## src/hdl/dq_pkg.sv

```systemverilog
// Shared types, codes and ring arithmetic for the double-ended queue.
package dq_pkg;

   localparam int DEPTH  = 16;
   localparam int IDX_W  = (DEPTH > 1) ? $clog2(DEPTH) : 1;
   localparam int CNT_W  = $clog2(DEPTH + 1);
   localparam int SUM_W  = IDX_W + 1;
   localparam int DATA_W = 32;

   localparam logic [2:0] FUNC_PUSH_FRONT = 3'd0;
   localparam logic [2:0] FUNC_PUSH_BACK  = 3'd1;
   localparam logic [2:0] FUNC_POP_FRONT  = 3'd2;
   localparam logic [2:0] FUNC_POP_BACK   = 3'd3;
   localparam logic [2:0] FUNC_READ_FWD   = 3'd4;
   localparam logic [2:0] FUNC_READ_BWD   = 3'd5;

   localparam logic [1:0] STATUS_OK    = 2'd0;
   localparam logic [1:0] STATUS_EMPTY = 2'd1;
   localparam logic [1:0] STATUS_FULL  = 2'd2;

   typedef struct packed {
      logic [2:0]               func;
      logic signed [DATA_W-1:0] push_value;
   } req_type;

   typedef struct packed {
      logic signed [DATA_W-1:0] out_value;
      logic [1:0]               status;
      logic                     last_of_run;
   } rsp_type;

   // Commands from controller to datapath.
   typedef struct packed {
      logic       push;        // write one entry, grow the queue
      logic       pop;         // read one entry, shrink the queue
      logic       scan_start;  // read the first entry of a readout
      logic       scan_next;   // read the following entry of a readout
      logic       rear;        // back end / backward direction
      logic       load;        // load the output register
      logic       use_data;    // output value comes from the store
      logic [1:0] stat;
      logic       last;
   } cmd_type;

   // Status from datapath to controller.
   typedef struct packed {
      logic empty;
      logic full;
      logic out_free;
      logic scan_last;
   } st_type;

   // Reduce a value below 2*DEPTH into 0..DEPTH-1.
   function automatic logic [IDX_W-1:0] ring_wrap(input logic [SUM_W-1:0] a);
      logic [SUM_W-1:0] r;
      r = (a >= SUM_W'(DEPTH)) ? a - SUM_W'(DEPTH) : a;
      return r[IDX_W-1:0];
   endfunction

endpackage

```

## src/hdl/double_ended_queue.sv

```systemverilog
// Top level of the double-ended queue: controller, datapath and checks.
//
// Usage:
//   req channel: one beat carries a function code and a push value. Codes
//   push front, push back, pop front, pop back, read forward and read
//   backward; the two unused codes are taken and dropped with no result.
//   rsp channel: one beat per result, carrying the value, a status (ok,
//   empty, full) and last_of_run on the final beat caused by a request.
// Sequencing and throughput:
//   A push's beat is valid in the next cycle; one push is taken per
//   cycle while the receiver takes each beat. A pop reads the entry
//   store's registered read port, then loads the output register. A
//   readout of N entries gives N beats after a read start, one per cycle
//   as each is taken; requests are held off until the last is loaded.
// Reset:
//   The queue comes out empty with front index zero; store contents are
//   not cleared and are only ever read after being written.
// Stall:
//   When rsp_ready is low the output register holds its beat, the store
//   read data holds, and req_ready stays low until the beat is taken.
module double_ended_queue (
   input  logic            clock,
   input  logic            reset,
   input  logic            req_valid,
   output logic            req_ready,
   input  dq_pkg::req_type req_data,
   output logic            rsp_valid,
   input  logic            rsp_ready,
   output dq_pkg::rsp_type rsp_data
);
   import dq_pkg::*;

   cmd_type cmd;
   st_type  st;

   // Decode and sequence.
   dq_ctrl u_ctrl (
      .clock     (clock),
      .reset     (reset),
      .req_valid (req_valid),
      .req_func  (req_data.func),
      .req_ready (req_ready),
      .st        (st),
      .cmd       (cmd)
   );

   // Pointers, store and output beat register.
   dq_dpath u_dpath (
      .clock      (clock),
      .reset      (reset),
      .cmd        (cmd),
      .push_value (req_data.push_value),
      .st         (st),
      .rsp_valid  (rsp_valid),
      .rsp_ready  (rsp_ready),
      .rsp_data   (rsp_data)
   );

   // Never grow a full queue.
   a_push_not_full: assert property (@(posedge clock) disable iff (reset)
      cmd.push |-> !st.full)
      else $error("push issued into a full queue");

   // Never read from an empty queue.
   a_read_not_empty: assert property (@(posedge clock) disable iff (reset)
      (cmd.pop || cmd.scan_start) |-> !st.empty)
      else $error("read issued on an empty queue");

   // Never overwrite a beat the receiver has not taken.
   a_load_free: assert property (@(posedge clock) disable iff (reset)
      cmd.load |-> (!rsp_valid || rsp_ready))
      else $error("output beat overwritten");

   // A store read is always followed by its beat being loaded or held.
   a_read_then_load: assert property (@(posedge clock) disable iff (reset)
      (cmd.pop || cmd.scan_start) |=> (cmd.load || (rsp_valid && !rsp_ready)))
      else $error("store read not followed by output load");

   // At most one store or pointer command at a time.
   a_one_cmd: assert property (@(posedge clock) disable iff (reset)
      $countones({cmd.push, cmd.pop, cmd.scan_start, cmd.scan_next}) <= 1)
      else $error("conflicting datapath commands");

endmodule

```

## src/hdl/dq_ram.sv

```systemverilog
// Generic single-write, single-read RAM with registered read data.
module dq_ram #(
   parameter  int WIDTH = 32,
   parameter  int DEPTH = 16,
   localparam int AW    = (DEPTH > 1) ? $clog2(DEPTH) : 1
) (
   input  logic             clock,
   input  logic             wr_en,
   input  logic [AW-1:0]    wr_addr,
   input  logic [WIDTH-1:0] wr_data,
   input  logic             rd_en,
   input  logic [AW-1:0]    rd_addr,
   output logic [WIDTH-1:0] rd_data
);

   logic [WIDTH-1:0] store_ff [DEPTH];
   logic [WIDTH-1:0] rd_data_ff;

   always_ff @(posedge clock) begin
      if (wr_en) begin
         store_ff[wr_addr] <= wr_data;
      end
      if (rd_en) begin
         rd_data_ff <= store_ff[rd_addr];
      end
   end

   assign rd_data = rd_data_ff;

endmodule

```

## src/hdl/dq_dpath.sv

```systemverilog
// Datapath: ring pointers, entry store and output register.
module dq_dpath (
   input  logic                            clock,
   input  logic                            reset,
   input  dq_pkg::cmd_type                 cmd,
   input  logic signed [dq_pkg::DATA_W-1:0] push_value,
   output dq_pkg::st_type                  st,
   output logic                            rsp_valid,
   input  logic                            rsp_ready,
   output dq_pkg::rsp_type                 rsp_data
);
   import dq_pkg::*;

   logic [IDX_W-1:0]  front_ff, front_in;
   logic [CNT_W-1:0]  count_ff, count_in;
   logic [IDX_W-1:0]  offset_ff, offset_in;
   logic              dir_ff, dir_in;
   logic              rsp_valid_ff, rsp_valid_in;
   rsp_type           rsp_ff, rsp_in;

   logic [CNT_W-1:0]  cnt_dec;
   logic [IDX_W-1:0]  cnt_m1;
   logic [IDX_W-1:0]  front_dec, front_inc, back_pos, last_pos, offset_nx;
   logic              wr_en, rd_en;
   logic [IDX_W-1:0]  wr_addr, rd_addr;
   logic [DATA_W-1:0] rd_data;

   assign cnt_dec   = count_ff - CNT_W'(1);
   assign cnt_m1    = cnt_dec[IDX_W-1:0];
   assign front_dec = (front_ff == '0) ? IDX_W'(DEPTH - 1) : front_ff - IDX_W'(1);
   assign front_inc = ring_wrap(SUM_W'(front_ff) + SUM_W'(1));
   assign back_pos  = ring_wrap(SUM_W'(front_ff) + SUM_W'(count_ff));
   assign last_pos  = ring_wrap(SUM_W'(front_ff) + SUM_W'(cnt_m1));
   assign offset_nx = dir_ff ? offset_ff - IDX_W'(1) : offset_ff + IDX_W'(1);

   assign st.empty     = (count_ff == '0);
   assign st.full      = (count_ff == CNT_W'(DEPTH));
   assign st.out_free  = !rsp_valid_ff || rsp_ready;
   assign st.scan_last = dir_ff ? (offset_ff == '0) : (offset_ff == cnt_m1);

   assign wr_en   = cmd.push;
   assign wr_addr = cmd.rear ? back_pos : front_dec;
   assign rd_en   = cmd.pop || cmd.scan_start || cmd.scan_next;

   always_comb begin
      if (cmd.pop || cmd.scan_start) begin
         rd_addr = cmd.rear ? last_pos : front_ff;
      end else begin
         rd_addr = ring_wrap(SUM_W'(front_ff) + SUM_W'(offset_nx));
      end
   end

   always_comb begin
      front_in  = front_ff;
      count_in  = count_ff;
      offset_in = offset_ff;
      dir_in    = dir_ff;
      if (cmd.push) begin
         count_in = count_ff + CNT_W'(1);
         if (!cmd.rear) front_in = front_dec;
      end
      if (cmd.pop) begin
         count_in = cnt_dec;
         if (!cmd.rear) front_in = front_inc;
      end
      if (cmd.scan_start) begin
         dir_in    = cmd.rear;
         offset_in = cmd.rear ? cnt_m1 : '0;
      end
      if (cmd.scan_next) begin
         offset_in = offset_nx;
      end
   end

   always_comb begin
      rsp_in       = rsp_ff;
      rsp_valid_in = rsp_valid_ff && !rsp_ready;
      if (cmd.load) begin
         rsp_valid_in       = 1'b1;
         rsp_in.out_value   = cmd.use_data ? $signed(rd_data) : '0;
         rsp_in.status      = cmd.stat;
         rsp_in.last_of_run = cmd.last;
      end
   end

   always_ff @(posedge clock) begin
      if (reset) begin
         front_ff     <= '0;
         count_ff     <= '0;
         offset_ff    <= '0;
         dir_ff       <= 1'b0;
         rsp_valid_ff <= 1'b0;
      end else begin
         front_ff     <= front_in;
         count_ff     <= count_in;
         offset_ff    <= offset_in;
         dir_ff       <= dir_in;
         rsp_valid_ff <= rsp_valid_in;
      end
      rsp_ff <= rsp_in;
   end

   dq_ram #(
      .WIDTH (DATA_W),
      .DEPTH (DEPTH)
   ) u_ram (
      .clock   (clock),
      .wr_en   (wr_en),
      .wr_addr (wr_addr),
      .wr_data (push_value),
      .rd_en   (rd_en),
      .rd_addr (rd_addr),
      .rd_data (rd_data)
   );

   assign rsp_valid = rsp_valid_ff;
   assign rsp_data  = rsp_ff;

endmodule

```

## src/hdl/dq_ctrl.sv

```systemverilog
// Controller: decodes requests and sequences pops and readouts.
module dq_ctrl (
   input  logic            clock,
   input  logic            reset,
   input  logic            req_valid,
   input  logic [2:0]      req_func,
   output logic            req_ready,
   input  dq_pkg::st_type  st,
   output dq_pkg::cmd_type cmd
);
   import dq_pkg::*;

   typedef enum logic {S_IDLE, S_DATA} state_type;

   state_type state_ff, state_in;
   logic      scan_ff, scan_in;

   always_comb begin
      cmd       = '0;
      state_in  = state_ff;
      scan_in   = scan_ff;
      req_ready = 1'b0;
      case (state_ff)
         S_IDLE: begin
            req_ready = st.out_free;
            if (req_valid && st.out_free) begin
               cmd.rear = (req_func == FUNC_PUSH_BACK) || (req_func == FUNC_POP_BACK) ||
                          (req_func == FUNC_READ_BWD);
               case (req_func) inside
                  FUNC_PUSH_FRONT, FUNC_PUSH_BACK: begin
                     cmd.load = 1'b1;
                     cmd.last = 1'b1;
                     if (st.full) begin
                        cmd.stat = STATUS_FULL;
                     end else begin
                        cmd.push = 1'b1;
                        cmd.stat = STATUS_OK;
                     end
                  end
                  FUNC_POP_FRONT, FUNC_POP_BACK: begin
                     if (st.empty) begin
                        cmd.load = 1'b1;
                        cmd.last = 1'b1;
                        cmd.stat = STATUS_EMPTY;
                     end else begin
                        cmd.pop  = 1'b1;
                        state_in = S_DATA;
                        scan_in  = 1'b0;
                     end
                  end
                  FUNC_READ_FWD, FUNC_READ_BWD: begin
                     if (st.empty) begin
                        cmd.load = 1'b1;
                        cmd.last = 1'b1;
                        cmd.stat = STATUS_EMPTY;
                     end else begin
                        cmd.scan_start = 1'b1;
                        state_in       = S_DATA;
                        scan_in        = 1'b1;
                     end
                  end
                  default: ;
               endcase
            end
         end
         S_DATA: begin
            if (st.out_free) begin
               cmd.load     = 1'b1;
               cmd.use_data = 1'b1;
               cmd.stat     = STATUS_OK;
               cmd.last     = !scan_ff || st.scan_last;
               if (scan_ff && !st.scan_last) begin
                  cmd.scan_next = 1'b1;
               end else begin
                  state_in = S_IDLE;
               end
            end
         end
         default: state_in = S_IDLE;
      endcase
   end

   always_ff @(posedge clock) begin
      if (reset) begin
         state_ff <= S_IDLE;
         scan_ff  <= 1'b0;
      end else begin
         state_ff <= state_in;
         scan_ff  <= scan_in;
      end
   end

endmodule

```

## config.mk

```make
export PLATFORM = sky130hd
export DESIGN_NAME = double_ended_queue
export DESIGN_NICKNAME = d
export VERILOG_FILES = /design/src/hdl/dq_pkg.sv /design/src/hdl/double_ended_queue.sv /design/src/hdl/dq_ram.sv /design/src/hdl/dq_dpath.sv /design/src/hdl/dq_ctrl.sv
export SDC_FILE = /design/constraint.sdc
export NUM_CORES = 1
export LEC_CHECK = 0
export BUFFER_PORTS_ARGS = -buffer_cell sky130_fd_sc_hd__buf_2
export CAP_MARGIN = 20
export CORE_ASPECT_RATIO = 0.8
export CORE_UTILIZATION = 65
export DETAILED_ROUTE_END_ITERATION = 10
export GPL_TIMING_DRIVEN = 0
export HOLD_SLACK_MARGIN = 0.12
export PLACE_DENSITY = 0.8
export REMOVE_ABC_BUFFERS = 1
export SYNTH_ARGS = -nofsm -noshare
export SYNTH_HDL_FRONTEND = slang
export SYNTH_SLANG_ARGS = --single-unit
```

## constraint.sdc

```tcl
create_clock -name clock -period 9.5 [get_ports clock]
set_input_delay 1.9 -clock clock [delete_from_list [all_inputs] [get_ports clock]]
set_output_delay 1.9 -clock clock [all_outputs]
set_load 0.02 [all_outputs]
```

# After elaboration in Yosys (flattened, before gate mapping)

Memory sizes are Yosys's and may differ from the RTL's. A register that Yosys moved wholly into a read port is not among the register bits.
Cells that the tools add are included.

Bits in registers: 52
Bits in latches: 0
Memories kept: 1
Bits in read-only memories: 0
Bits in writable memories: 512
Output and inout bits: 37

Memory list:

| memory                 | words | bits a word | rd ports | clocked after memory_dff | wr ports | line         | RTL |
|---|---|---|---|---|---|---|---|
| u_dpath.u_ram.store_ff | 16    | 32          | 1        | 1                        | 1        | dq_ram.sv:16 | `logic [WIDTH-1:0] store_ff [DEPTH];` |

Equal/unequal tests: 9
Magnitude comparators: 4
Divide/modulo/power cells: 0
Shift operators: 0
Mux-type cells: 61
Bitwise logic cells: 2
Multiply operators: 0
Reduce and logical (&&, ||, !) cells: 24
Add/sub/neg operators: 13

Operator list:

| cell                                                 | count |
|---|---|
| 2-to-1 mux 4 bit                                     | 16 |
| 2-to-1 mux 1 bit                                     | 30 |
| subtractor 4 x 1 -> 4 bit (second input constant)    | 6 |
| >= comparator 5 bit (second input constant)          | 4 |
| 2-to-1 mux 3 bit                                     | 6 |
| 2-to-1 mux 5 bit                                     | 3 |
| adder 4 x 4 -> 5 bit                                 | 2 |
| zero test 4 bit                                      | 2 |
| equality test 3 x 2 -> 1 bit (second input constant) | 2 |
| equality test 3 bit (second input constant)          | 2 |
| logical OR 1 bit                                     | 6 |
| 2-to-1 mux 2 bit                                     | 3 |
| one-hot mux 3 bit (2 select lines)                   | 1 |
| AND reduction 6 bit                                  | 1 |
| nonzero test 2 bit                                   | 3 |
| OR reduction 2 bit                                   | 3 |
| adder 4 x 1 -> 5 bit (second input constant)         | 1 |
| adder 4 x 5 -> 5 bit                                 | 1 |
| adder 5 x 1 -> 5 bit (second input constant)         | 1 |
| equality test 5 bit (second input constant)          | 1 |
| zero test 5 bit                                      | 1 |
| subtractor 5 x 1 -> 5 bit (second input constant)    | 1 |
| adder 4 x 1 -> 4 bit (second input constant)         | 1 |
| equality test 4 bit                                  | 1 |
| other kinds (7)                                      | 15 |

# Logic depth before layout (Yosys ltp)

Gate-level depths: netlist of run 1.

Word-level depth: 11
Depth in mapped cells: 13
Mapped depth without buffers: 11

# Hierarchy

Synthesis of run 1 repeated with hierarchy kept, for this count alone.

Cell total of the unflattened synthesis: 1108
Area, all modules: 23153.5 µm²

By module, submodules not included:

| module   | cells each | instances | area an instance (µm²) |
|---|---|---|---|
| dq_ram   | 838        | 1         | 20155.6 |
| dq_dpath | 242        | 1         | 2720.1 |
| dq_ctrl  | 28         | 1         | 277.8 |

# Least setup slack after synthesis of run 1

No wires, ideal clock.

Kind: in2reg
Start: in req_valid
End: mem u_dpath.u_ram.store_ff[11][0], enable pin
Required time: 9079 ps
Path slack: 4595 ps
Data arrival time: 4483 ps
Path buffers: 1
Library setup time: 421 ps
Stages on the path: 8
Cells stage by stage: nand2b_1 > clkbuf_1 > nor2_1 > nand2_1 > nand2_1 > o21ai_0 > or3_1 > nor2_1

Word-level cells in the longest chain between the ends: 5

RTL lines:

| item                                   | line                     | RTL |
|---|---|---|
| start, declared                        | double_ended_queue.sv:24 | `input logic req_valid,` |
| logical AND 1 bit *                    | dq_ctrl.sv:26            | `if (req_valid && st.out_free) begin` |
| 2-to-1 mux 3 bit                       | dq_ctrl.sv:26            |  |
| 2-to-1 mux 3 bit                       | dq_ctrl.sv:23            | `case (state_ff)` |
| 2-to-1 mux 1 bit                       | dq_ram.sv:20             | `if (wr_en) begin` |
| 2-to-1 mux 1 bit (not written as such) | dq_ram.sv:21             | `store_ff[wr_addr] <= wr_data;` |
| end, declared                          | dq_ram.sv:16             |  |

Mark *: on every way between the ends. The rest lies on a longest branch, timed or not.

# Worst setup path after layout of run 1

Start: in req_data[33] (netlist name)
End: reg u_dpath.u_ram.rd_data_ff[22], in the netlist u_dpath.u_ram.rd_data[22] (read register of u_dpath.u_ram.store_ff), data pin

Word-level cells in the longest chain between the ends: 9

RTL lines:

| item                                                        | line                           | RTL |
|---|---|---|
| start, declared                                             | double_ended_queue.sv:26       | `input dq_pkg::req_type req_data,` |
| equality test 3 bit, on equally long branches               | n/a                            |  |
| OR reduction 2 bit                                          | dq_ctrl.sv:29                  | `case (req_func) inside` |
| 2-to-1 mux 1 bit (3 in series)                              | dq_ctrl.sv:29                  |  |
| 2-to-1 mux 3 bit                                            | dq_ctrl.sv:26                  |  |
| 2-to-1 mux 3 bit                                            | dq_ctrl.sv:23                  |  |
| logical OR 1 bit                                            | dq_dpath.sv:43, dq_dpath.sv:46 |  |
| 2-to-1 mux 4 bit / logical OR 1 bit (equally long branches) | dq_dpath.sv:46, dq_dpath.sv:43 |  |
| end, declared                                               | dq_ram.sv:17                   | `logic [WIDTH-1:0] rd_data_ff;` |

Several ways; a longest one is shown, not always the timed one.
A chain may end at the register's enable or synchronous reset.

==> results of run 1 <==
[power groups by stage]
| stage | clock network (W) | registers [W] | logic (W) |
|---|---|---|---|
| floorplan | 0 | 0.00304 | 0.000530 |
| global placement | 0 | 0.00303 | 0.000796 |
| detailed placement | 0 | 0.00303 | 0.000757 |
| CTS | 0.00220 | 0.00297 | 0.000766 |
| global route | 0.00229 | 0.00297 | 0.000826 |
| finish | 0.00218 | 0.00297 | 0.000772 |
[state kept, by name, indices dropped and copies added, names as in the netlist]
name                    count
u_ctrl.state_ff             1
u_dpath.u_ram.rd_data      32
u_dpath.rsp_valid           1
u_ctrl.scan_ff              1
u_dpath.front_ff            4
u_dpath.rsp_data           35
u_dpath.u_ram.store_ff    512
u_dpath.dir_ff              1
u_dpath.offset_ff           4
u_dpath.count_ff            5
[kinds of logic after synthesis]
group / share of synthesized area, %
AOI/OAI and AO/OA: 6.43
buffers and inverters: 2.49
muxes: 11.3
xor gates and xnor gates: 0.590
DFF: 72.1
adders and majority gates: 1.29
and+or+nand+nor: 5.85
[metal layers]
layer  wire [µm]  share of wire (%)
met1       22100                 40
met2       26600                 48
met3        4480                8.1
met4        1710                3.1
met5          11              0.020
[cell type report]
class	instances	area, µm²
clock inverter	38	344
multi-input combinational	792	6420
sequential	596	17700
fill	2072	9140
tap	487	609
clock buffer	65	1440
inverter	15	56.3
timing repair buffer	125	1390
antenna	3	7.51
[layout by cell type (no fill, tap or decap), types with 9 or more instances in the layout]
cell type / synthesis / final
mux2i_1: 133 / 132
o21ai_0: 14 / 14
nor2_4: 0 / 17
edfxtp_1: 579 / 579
inv_1: 15 / 15
nand3_1: 9 / 9
buf_12: 0 / 23
clkbuf_1: 58 / 9
xnor2_1: 9 / 9
clkinv_1: 0 / 16
buf_16: 0 / 12
buf_8: 0 / 14
buf_2: 12 / 75
clkinv_2: 0 / 13
nand2_1: 25 / 22
and3_1: 35 / 35
a21oi_1: 18 / 18
dfxtp_1: 17 / 16
a2111oi_0: 128 / 128
or4_1: 33 / 33
ha_1: 19 / 19
clkbuf_16: 0 / 56
nor2_1: 162 / 146
mux2_2: 128 / 128
[worst max-delay path by stage]
stage | from | cells past startpoint | end
after floorplan | req_data[33] | 9 | u_dpath.u_ram.rd_data[0]$_DFFE_PP_
after global placement | req_data[33] | 8 | u_dpath.u_ram.rd_data[12]$_DFFE_PP_
after detailed placement | req_data[33] | 17 | u_dpath.u_ram.rd_data[22]$_DFFE_PP_
after CTS | req_data[33] | 17 | u_dpath.u_ram.rd_data[22]$_DFFE_PP_
after global routing | req_data[33] | 17 | u_dpath.u_ram.rd_data[22]$_DFFE_PP_
final | req_data[33] | 17 | u_dpath.u_ram.rd_data[22]$_DFFE_PP_
[critical path, stage by stage]
cell	delay, ns
buf_2	0.13
inv_1	0.07
ha_1	0.26
o21bai_1	0.22
or4_1	0.73
o31ai_4	0.71
buf_8	0.24
buf_16	0.16
buf_16	0.17
buf_8	0.17
buf_8	0.18
buf_8	0.17
buf_8	0.16
mux2_2	0.34
nor2_1	0.08
a2111oi_0	0.07
or4_1	0.51
[metrics by stage]
step | total power [W] | std cells
2_1_floorplan | 0.00357 | 1403
3_3_place_gp | 0.00382 | 1965
3_5_place_dp | 0.00378 | 2015
4_1_cts | 0.00593 | 2118
5_1_grt | 0.00609 | 2119
6_report | 0.00592 | 2121
==> results.sh, run 1 <==
export IMPL_status="finished, final reports clean"
export IMPL_dr_pass1_iters=7
export IMPL_p_sw_share_pct=24.4
export IMPL_r2r_end="u_dpath.u_ram.rd_data[22]$_DFFE_PP_"
export IMPL_initial_core_util_pct=66.2
export IMPL_gr_usage_met2_pct=47.3
export IMPL_min_path_cells=2
export IMPL_synth_top_area_share_pct=70.7
export IMPL_power_frac_clock_pct=36.8
export IMPL_r2r_start="u_dpath.count_ff[0]$_SDFFE_PP0P_"
export IMPL_leakagePower_nw=9.13
export IMPL_wl_mm=54.9
export IMPL_overflow=0
export IMPL_drtIter0Drc=1395
export IMPL_ys_flop_type="edfxtp_1"
export IMPL_synth_seq_area_share_pct=72.1
export IMPL_via_per_inst=6.63
export IMPL_fin_util_pct=75.4
export IMPL_die_h_um=176
export IMPL_grt_pass1_wl_mm=82.7
export IMPL_stdcell_area_um2=28000
export IMPL_period_needed_ns=5.95
export IMPL_fin_nets=1647
export IMPL_placed_area_um2=26200
export IMPL_tns_ns=0
export IMPL_r2r_cells=16
export IMPL_hold_start="u_ctrl.scan_ff$_SDFFE_PP0P_"
export IMPL_final_max_slew_violation_count=0
export IMPL_critPathRequiredTime_ns=9.84
export IMPL_synth_edf_count=579
export IMPL_grt_max_degree=65
export IMPL_hold_path_class="register to register"
export IMPL_syn_inst=1502
export IMPL_place_ws_ns=3.01
export IMPL_synth_area_leaders="edfxtp_1 (71%), mux2_2 (5.9%), mux2i_1 (5.4%)"
export IMPL_hold_viol=0
export IMPL_rrSetupSlack_ns=4.29
export IMPL_ant_nets=0
export IMPL_cts_max_level=2
export IMPL_worstPathMaxFanout=16
export IMPL_io_buffers=75
export IMPL_routedWlPerCell_um=25.9
export IMPL_synth_cell_type_count=59
export IMPL_synth_most_common_cell="edfxtp_1"
export IMPL_fin_ws_ns=3.55
export IMPL_internal_power_w=0.00448
export IMPL_cts_tree="built"
export IMPL_p_sw_w=0.00144
export IMPL_clockRootBuffer="clkbuf_16"
export IMPL_cts_clk_slew_worst_paths_ns=0.07
export IMPL_syn_area_um2=24600
export IMPL_use_met1_pct=39.8
export IMPL_cts_repair_resize_count=0
export IMPL_ir_drop_v=0.000191
export IMPL_powerDensity_nw_per_um2=212
export IMPL_worstSetupStartpointType="primary input"
export IMPL_dpl_hpwl_mm=30.8
export IMPL_synthToLayoutAreaGrowth_pct=13.8
export IMPL_worstMarginPinSlew_ns=1.05
export IMPL_ys_ff_latch=596
export IMPL_cts_sinks=596
export IMPL_finalCritPeriodShare_pct=62.6
export IMPL_top_usage_layer="met2"
export IMPL_gr_usage_all_layers_pct=29.0
export IMPL_vias=14100
export IMPL_drv_cap=0
export IMPL_gp_congestion=0.898
export IMPL_pwr_share_comb_pct=13.0
export IMPL_drive_gt1_share_pct=22.3
export IMPL_rsz0062_at_grt="no"
export IMPL_clock_skew_ns=0.0149
export IMPL_worstPathArrival_ns=6.29
export IMPL_setup_viol_count_final=0
export IMPL_hold_end="u_ctrl.scan_ff$_SDFFE_PP0P_"
export IMPL_path_class="primary input to register"
export IMPL_antenna_found_initial=3
export IMPL_yosysWarnings=0
export IMPL_whs_ns=0.545
export IMPL_die_area_um2=38600
export IMPL_cts_buffers=55
export IMPL_drc=0
export IMPL_num_rows=63
export IMPL_slew_headroom_pct=29.5
export IMPL_ios=76
export IMPL_grt_pass1_vias=14100
export IMPL_synth_area_leader_cell="edfxtp_1"
export IMPL_max_freq_mhz=168
export IMPL_synthArstFlopShare_pct=0
export IMPL_end_kind="register"
export IMPL_p_seq_share_pct=50.2
export IMPL_core_area_um2=37100
export IMPL_postCtsSetupRepairBufs=0
export IMPL_synth_commonest_cells="edfxtp_1 (579), nor2_1 (162), mux2i_1 (133)"
export IMPL_clk_latency_ns=0.61
export IMPL_groute_layer_met3_usage_pct=5.12
export IMPL_postSynthAreaPerCell_um2=16.4
export IMPL_hold_buffers=0
export IMPL_die_width_um=219
export IMPL_clk_path_buf_depth=3
Power figures use the tool's default switching activity.
==> run 2, diff against run 1 <==
--- a/config.mk
+++ b/config.mk
@@ -8,11 +8,11 @@
 export BUFFER_PORTS_ARGS = -buffer_cell sky130_fd_sc_hd__buf_2
 export CAP_MARGIN = 20
 export CORE_ASPECT_RATIO = 0.8
-export CORE_UTILIZATION = 65
+export CORE_UTILIZATION = 56
 export DETAILED_ROUTE_END_ITERATION = 10
 export GPL_TIMING_DRIVEN = 0
 export HOLD_SLACK_MARGIN = 0.12
-export PLACE_DENSITY = 0.8
+export PLACE_DENSITY = 0.73
 export REMOVE_ABC_BUFFERS = 1
 export SYNTH_ARGS = -nofsm -noshare
 export SYNTH_HDL_FRONTEND = slang
==> constraint.sdc (replaced) <==
create_clock -name clock -period 4.8 [get_ports clock]
set_input_delay 0.96 -clock clock [delete_from_list [all_inputs] [get_ports clock]]
set_output_delay 0.96 -clock clock [all_outputs]
set_load 0.02 [all_outputs]
==> run 2 against run 1 <==
  * Via count fell by 1.9%
  * Global-route usage shrank 4.4 points
  * Clock power increased by 100%
  * Design area up 0.82%
  * Combinational power rose by 97%
  * Power up 100%
  * Core utilization is 10 points lower
  * Setup slack got worse by 3.3 ns
  * Sequential cell count stayed put
  * Critical path type is now register to register
  * Largest power group unchanged
==> results.sh, run 2 (synthesized netlist as in run 1, its figures left out) <==
export IMPL_status="finished, final reports clean"
export IMPL_dp_cells=2090
export IMPL_max_freq_mhz=217
export IMPL_grt_pass1_wl_mm=82.2
export IMPL_hold_buffers=0
export IMPL_end_kind="register"
export IMPL_ir_drop_v=0.000326
export IMPL_stdcell_count=2195
export IMPL_crit_family="simple AND/OR/NAND/NOR gates"
export IMPL_overflow=0
export IMPL_regMostFlops="u_dpath.u_ram.store_ff"
export IMPL_antenna_found_initial=4
export IMPL_cts_buffers=56
export IMPL_gp_congestion=0.836
export IMPL_dr_pass1_iters=5
export IMPL_slew_headroom_pct=36.0
export IMPL_crit_chain="inv_1, ha_1, nor4b_4, or4_4, o31ai_4, buf_8, buf_8, buf_8, buf_16, buf_8, buf_8, mux2_2, nor2_1, a2111oi_0, or4_1"
export IMPL_worstPathMaxFanout=16
export IMPL_gr_usage_all_layers_pct=24.6
export IMPL_setup_viol_count_final=0
export IMPL_via_per_inst=6.29
export IMPL_hold_viol=0
export IMPL_final_max_slew_violation_count=0
export IMPL_dpl_hpwl_mm=31.2
export IMPL_period_needed_ns=4.60
export IMPL_die_area_um2=44800
export IMPL_worstPathArrival_ns=4.92
export IMPL_synthToLayoutAreaGrowth_pct=14.7
export IMPL_powerDensity_nw_per_um2=420
export IMPL_drtIter0Drc=1235
export IMPL_worstMarginPinSlew_ns=0.940
export IMPL_rsz0062_at_grt="no"
export IMPL_path_class="register to register"
export IMPL_finalCritPeriodShare_pct=95.8
export IMPL_final_common_cell="edfxtp_1"
export IMPL_fillers=2895
export IMPL_drv_cap=0
export IMPL_core_area_um2=43200
export IMPL_stdcell_area_um2=28200
export IMPL_slowest_stage="or4_4"
export IMPL_clock_skew_ns=0.0132
export IMPL_die_h_um=189
export IMPL_drive_gt1_share_pct=22.8
export IMPL_report_power_total_w=0.0118
export IMPL_cts_max_level=2
export IMPL_clockRootBuffer="clkbuf_16"
export IMPL_critPathRequiredTime_ns=5.12
export IMPL_cpMostUsedCell="buf_8"
export IMPL_vias=13800
export IMPL_num_rows=68
export IMPL_layout_common_cells="edfxtp_1 (579), nor2_1 (146), mux2i_1 (132)"
export IMPL_fin_nets=1650
export IMPL_cts_clk_slew_worst_paths_ns=0.07
export IMPL_hold_path_class="register to register"
export IMPL_io_buffers=75
export IMPL_critical_path_max_stage_delay_ns=0.63
export IMPL_drc=0
export IMPL_clk_latency_ns=0.59
export IMPL_clk_path_buf_depth=3
export IMPL_cts_sinks=596
export IMPL_initial_core_util_pct=56.9
export IMPL_cts_tree="built"
export IMPL_placed_area_um2=26400
export IMPL_grt_max_degree=65
export IMPL_wl_mm=55.0
export IMPL_ant_nets=0
export IMPL_largest_register_ffs=512
export IMPL_die_width_um=236
export IMPL_worst_path_buf_inv=7
export IMPL_leakagePower_nw=9.20
export IMPL_fin_util_pct=65.3
export IMPL_ios=76
export IMPL_routedWlPerCell_um=25.0
export IMPL_grt_pass1_vias=13600
export IMPL_worstSetupStartpointType="register"
[run 2: cell count changes in the layout (fill, tap and decap cells not counted), moves of 2 or more]
cell,before,now
bufinv_16,5,8
inv_6,0,2
clkinv_4,0,2
diode_2,3,1
buf_12,23,20
buf_16,12,16
clkinv_1,16,14
clkbuf_1,9,6
buf_8,14,16
[run 2: final timing paths]
kind,from,to,slack [ns],depth (start not counted)
setup / recovery,u_dpath.count_ff[1]$_SDFFE_PP0P_,u_dpath.u_ram.rd_data[26]$_DFFE_PP_,0.20,15
hold reg to reg,u_ctrl.scan_ff$_SDFFE_PP0P_,u_ctrl.scan_ff$_SDFFE_PP0P_,0.54,2
setup reg to reg,u_dpath.count_ff[1]$_SDFFE_PP0P_,u_dpath.u_ram.rd_data[26]$_DFFE_PP_,0.20,15
hold / removal,u_ctrl.scan_ff$_SDFFE_PP0P_,u_ctrl.scan_ff$_SDFFE_PP0P_,0.54,2
[run 2: what timing repair did]
item,in CTS,in global routing
setup buffers,0,0
endpoints found under the hold margin,0,0
gates resized for setup,1,2
setup endpoints to repair,4,3
pin swaps,0,1
[run 2: layout make-up]
type / instances / area (µm²) / area share, %
sequential: 596 / 17700 / 62.8
multi-input combinational: 792 / 6420 / 22.8
timing repair buffer: 127 / 1460 / 5.16
clock buffer: 62 / 1420 / 5.05
tap: 560 / 701 / 2.48
clock inverter: 42 / 422 / 1.49
inverter: 15 / 56.3 / 0.200
antenna: 1 / 2.50 / 0.00887
[run 2: metal layers]
layer	vias to the layer above	global-route usage, %	share of wire [%]
li1	6184	-	-
met1	6982	33.1	42
met2	523	41.7	49
met3	114	3.73	6.5
met4	6	7.44	2.3
met5	-	0	0.064
[run 2: tightest hold or removal path, delay by kind of cell, from the launching register on]
family,cells,cell delay (ns)
flip-flops,1,0.31
AO/OA/AOI/OAI,2,0.18
[run 2: per-stage QoR]
stage          hold WS (ns)  setup TNS [ns]  setup WS [ns]
2_1_floorplan         0.483         -213.18          -6.66
3_3_place_gp          0.506        -1412.38         -12.63
3_5_place_dp          0.516           -4.18         -0.532
4_1_cts               0.529               0         0.0699
5_1_grt               0.567               0         0.0356
6_report              0.536               0          0.200
[run 2: power by group]
part	leakage, nW	internal (W)	switching, W
Combinational	2.92	0.000608	0.000913
Clock	0.911	0.00257	0.00187
Sequential	5.36	0.00584	0.0000432
Total	9.20	0.00901	0.00283
==> run 3, diff against run 2 <==
--- a/config.mk
+++ b/config.mk
@@ -8,11 +8,11 @@
 export BUFFER_PORTS_ARGS = -buffer_cell sky130_fd_sc_hd__buf_2
 export CAP_MARGIN = 20
 export CORE_ASPECT_RATIO = 0.8
-export CORE_UTILIZATION = 56
+export CORE_UTILIZATION = 62
 export DETAILED_ROUTE_END_ITERATION = 10
 export GPL_TIMING_DRIVEN = 0
 export HOLD_SLACK_MARGIN = 0.12
-export PLACE_DENSITY = 0.73
+export PLACE_DENSITY = 0.76
 export REMOVE_ABC_BUFFERS = 1
 export SYNTH_ARGS = -nofsm -noshare
 export SYNTH_HDL_FRONTEND = slang
==> constraint.sdc (replaced) <==
create_clock -name clock -period 4.5 [get_ports clock]
set_input_delay 0.9 -clock clock [delete_from_list [all_inputs] [get_ports clock]]
set_output_delay 0.9 -clock clock [all_outputs]
set_load 0.02 [all_outputs]
==> run 3 against run 2 <==
  * Global-route usage increased by 3.8 points
  * Sequential share of layout area about the same
  * Design area about the same
  * Critical endpoint is now u_dpath.u_ram.rd_data[23]$_DFFE_PP_
  * Highest routed layer unchanged
==> results.sh, run 3 (synthesized netlist as in run 1, its figures left out) <==
export IMPL_fin_ws_ns=0.104
export IMPL_clock_skew_ns=0.0179
export IMPL_cts_buffers=56
export IMPL_grt_max_degree=65
export IMPL_ant_nets=0
export IMPL_p_sw_share_pct=24.5
export IMPL_p_seq_share_pct=50.4
export IMPL_placed_area_um2=26400
export IMPL_power_frac_clock_pct=36.0
export IMPL_worstSetupEndpoint="u_dpath.u_ram.rd_data[23]$_DFFE_PP_"
export IMPL_worstPathMaxFanout=15
export IMPL_via_per_inst=6.48
export IMPL_r2r_end="u_dpath.u_ram.rd_data[23]$_DFFE_PP_"
export IMPL_r2r_start="u_dpath.count_ff[0]$_SDFFE_PP0P_"
export IMPL_vias=14100
export IMPL_slew_headroom_pct=30.9
export IMPL_startpoint="u_dpath.count_ff[0]$_SDFFE_PP0P_"
export IMPL_pwr_share_comb_pct=13.6
export IMPL_final_common_cell="edfxtp_1"
export IMPL_cts_sinks=596
export IMPL_gr_usage_all_layers_pct=28.4
export IMPL_max_freq_mhz=227
export IMPL_stdcell_area_um2=28200
export IMPL_internal_power_w=0.00939
export IMPL_worstMarginPinSlew_ns=1.04
export IMPL_drc=0
export IMPL_wl_mm=57.5
export IMPL_num_rows=64
export IMPL_drive_gt1_share_pct=22.6
export IMPL_largest_register_ffs=512
export IMPL_r2r_cells=15
export IMPL_period_needed_ns=4.40
export IMPL_core_area_um2=38700
export IMPL_worstPathArrival_ns=4.72
export IMPL_clk_path_buf_depth=3
export IMPL_dpl_hpwl_mm=31.6
export IMPL_die_width_um=225
export IMPL_path_class="register to register"
export IMPL_fillers=2295
export IMPL_final_max_slew_violation_count=0
export IMPL_dr_pass1_iters=6
export IMPL_synthToLayoutAreaGrowth_pct=14.7
export IMPL_regMostFlops="u_dpath.u_ram.store_ff"
export IMPL_die_h_um=180
export IMPL_drv_cap=0
export IMPL_clockRootBuffer="clkbuf_16"
export IMPL_layout_common_cells="edfxtp_1 (579), nor2_1 (146), mux2i_1 (131)"
export IMPL_fin_util_pct=72.9
export IMPL_io_buffers=75
export IMPL_cts_tree="built"
export IMPL_p_sw_w=0.00306
export IMPL_setup_viol_count_final=0
export IMPL_dp_cells=2057
export IMPL_status="finished, final reports clean"
export IMPL_leakagePower_nw=9.18
export IMPL_overflow=0
export IMPL_fin_nets=1657
export IMPL_clk_latency_ns=0.60
export IMPL_cts_clk_slew_worst_paths_ns=0.07
export IMPL_critPathRequiredTime_ns=4.83
export IMPL_place_ws_ns=-0.688
export IMPL_worstSetupStartpointType="register"
export IMPL_finalCritPeriodShare_pct=97.7
export IMPL_initial_core_util_pct=63.6
export IMPL_stdcell_count=2175
export IMPL_ir_drop_v=0.000384
export IMPL_ios=76
export IMPL_hold_viol=0
export IMPL_drtIter0Drc=1444
export IMPL_hold_path_class="register to register"
export IMPL_tns_ns=0
export IMPL_powerDensity_nw_per_um2=441
export IMPL_grt_pass1_vias=14100
export IMPL_die_area_um2=40500
export IMPL_cts_max_level=2
export IMPL_grt_pass1_wl_mm=85.0
export IMPL_end_kind="register"
export IMPL_gp_congestion=0.840
export IMPL_routedWlPerCell_um=26.5
export IMPL_rrSetupSlack_ns=0.10
export IMPL_rsz0062_at_grt="no"
export IMPL_antenna_found_initial=5
[run 3: cell count changes in the layout (fill, tap and decap cells not counted), sizes merged]
| cell | change |
|---|---|
| o21ai | +1 |
| clkinvlp | +1 |
| clkinv | -4 |
| inv | +1 |
| clkbuf | +8 |
| buf | +3 |
| or2 | +3 |
| diode | +4 |
| bufinv | -5 |
[run 3: worst min path at each step]
stage                                  startpoint                                 to  cells after the start
2_1_floorplan         u_ctrl.scan_ff$_SDFFE_PP0P_        u_ctrl.scan_ff$_SDFFE_PP0P_                      2
3_3_place_gp          u_ctrl.scan_ff$_SDFFE_PP0P_        u_ctrl.scan_ff$_SDFFE_PP0P_                      2
3_5_place_dp          u_ctrl.scan_ff$_SDFFE_PP0P_        u_ctrl.scan_ff$_SDFFE_PP0P_                      2
4_1_cts               u_ctrl.scan_ff$_SDFFE_PP0P_        u_ctrl.scan_ff$_SDFFE_PP0P_                      2
5_1_grt        u_dpath.u_ram.rd_data[6]$_DFFE_PP_  u_dpath.rsp_data[9]$_SDFFCE_PN0P_                      1
6_report              u_ctrl.scan_ff$_SDFFE_PP0P_        u_ctrl.scan_ff$_SDFFE_PP0P_                      2
[run 3: layer usage]
layer	wire (µm)	track usage (%)
met2	28300	48.3
met3	4230	4.42
met5	12	0
met1	22900	37.6
met4	2080	9.63
[run 3: cell type report]
type                    instances  area, µm²  area share [%]
repair buffers                130       1530            5.44
clock inverters                35        243           0.861
inverters                      15       56.3           0.200
multi-input cells             796       6490            23.0
diodes                          5       12.5          0.0444
clock buffers                  70       1480            5.23
well taps                     528        661            2.34
flip-flops and latches        596      17700            62.9
[run 3: through the flow]
stage | total power, W | hold WS (ns)
global route | 0.0128 | 0.566
CTS | 0.0125 | 0.529
detailed placement | 0.00801 | 0.520
global placement | 0.00808 | 0.505
floorplan | 0.00754 | 0.483
finish | 0.0125 | 0.526
[run 3: what timing repair did]
item,CTS,global route
hold buffers,0,0
endpoints found under the setup margin,30,32
setup buffers,2,2
pin swaps,2,2
gates cloned,3,1
gates resized for setup,4,6
[run 3: worst max-delay path, stage by stage (launching register included)]
cell and delay, ns:
dfxtp_1 0.53, inv_1 0.24, ha_1 0.28, nor4b_4 0.16
or4_4 0.65, o31ai_4 0.21, buf_4 0.19, buf_8 0.17
buf_16 0.17, buf_16 0.16, buf_8 0.18, buf_16 0.17
mux2_2 0.35, nor2_1 0.08, a2111oi_0 0.06, or4_1 0.49
[run 3: power groups by stage]
stage	clock, W	sequential (W)	combinational (W)
final	0.00449	0.00627	0.00169
after floorplan	0	0.00642	0.00112
after global placement	0	0.00639	0.00169
after detailed placement	0	0.00639	0.00162
after global routing	0.00473	0.00628	0.00181
after CTS	0.00452	0.00627	0.00167
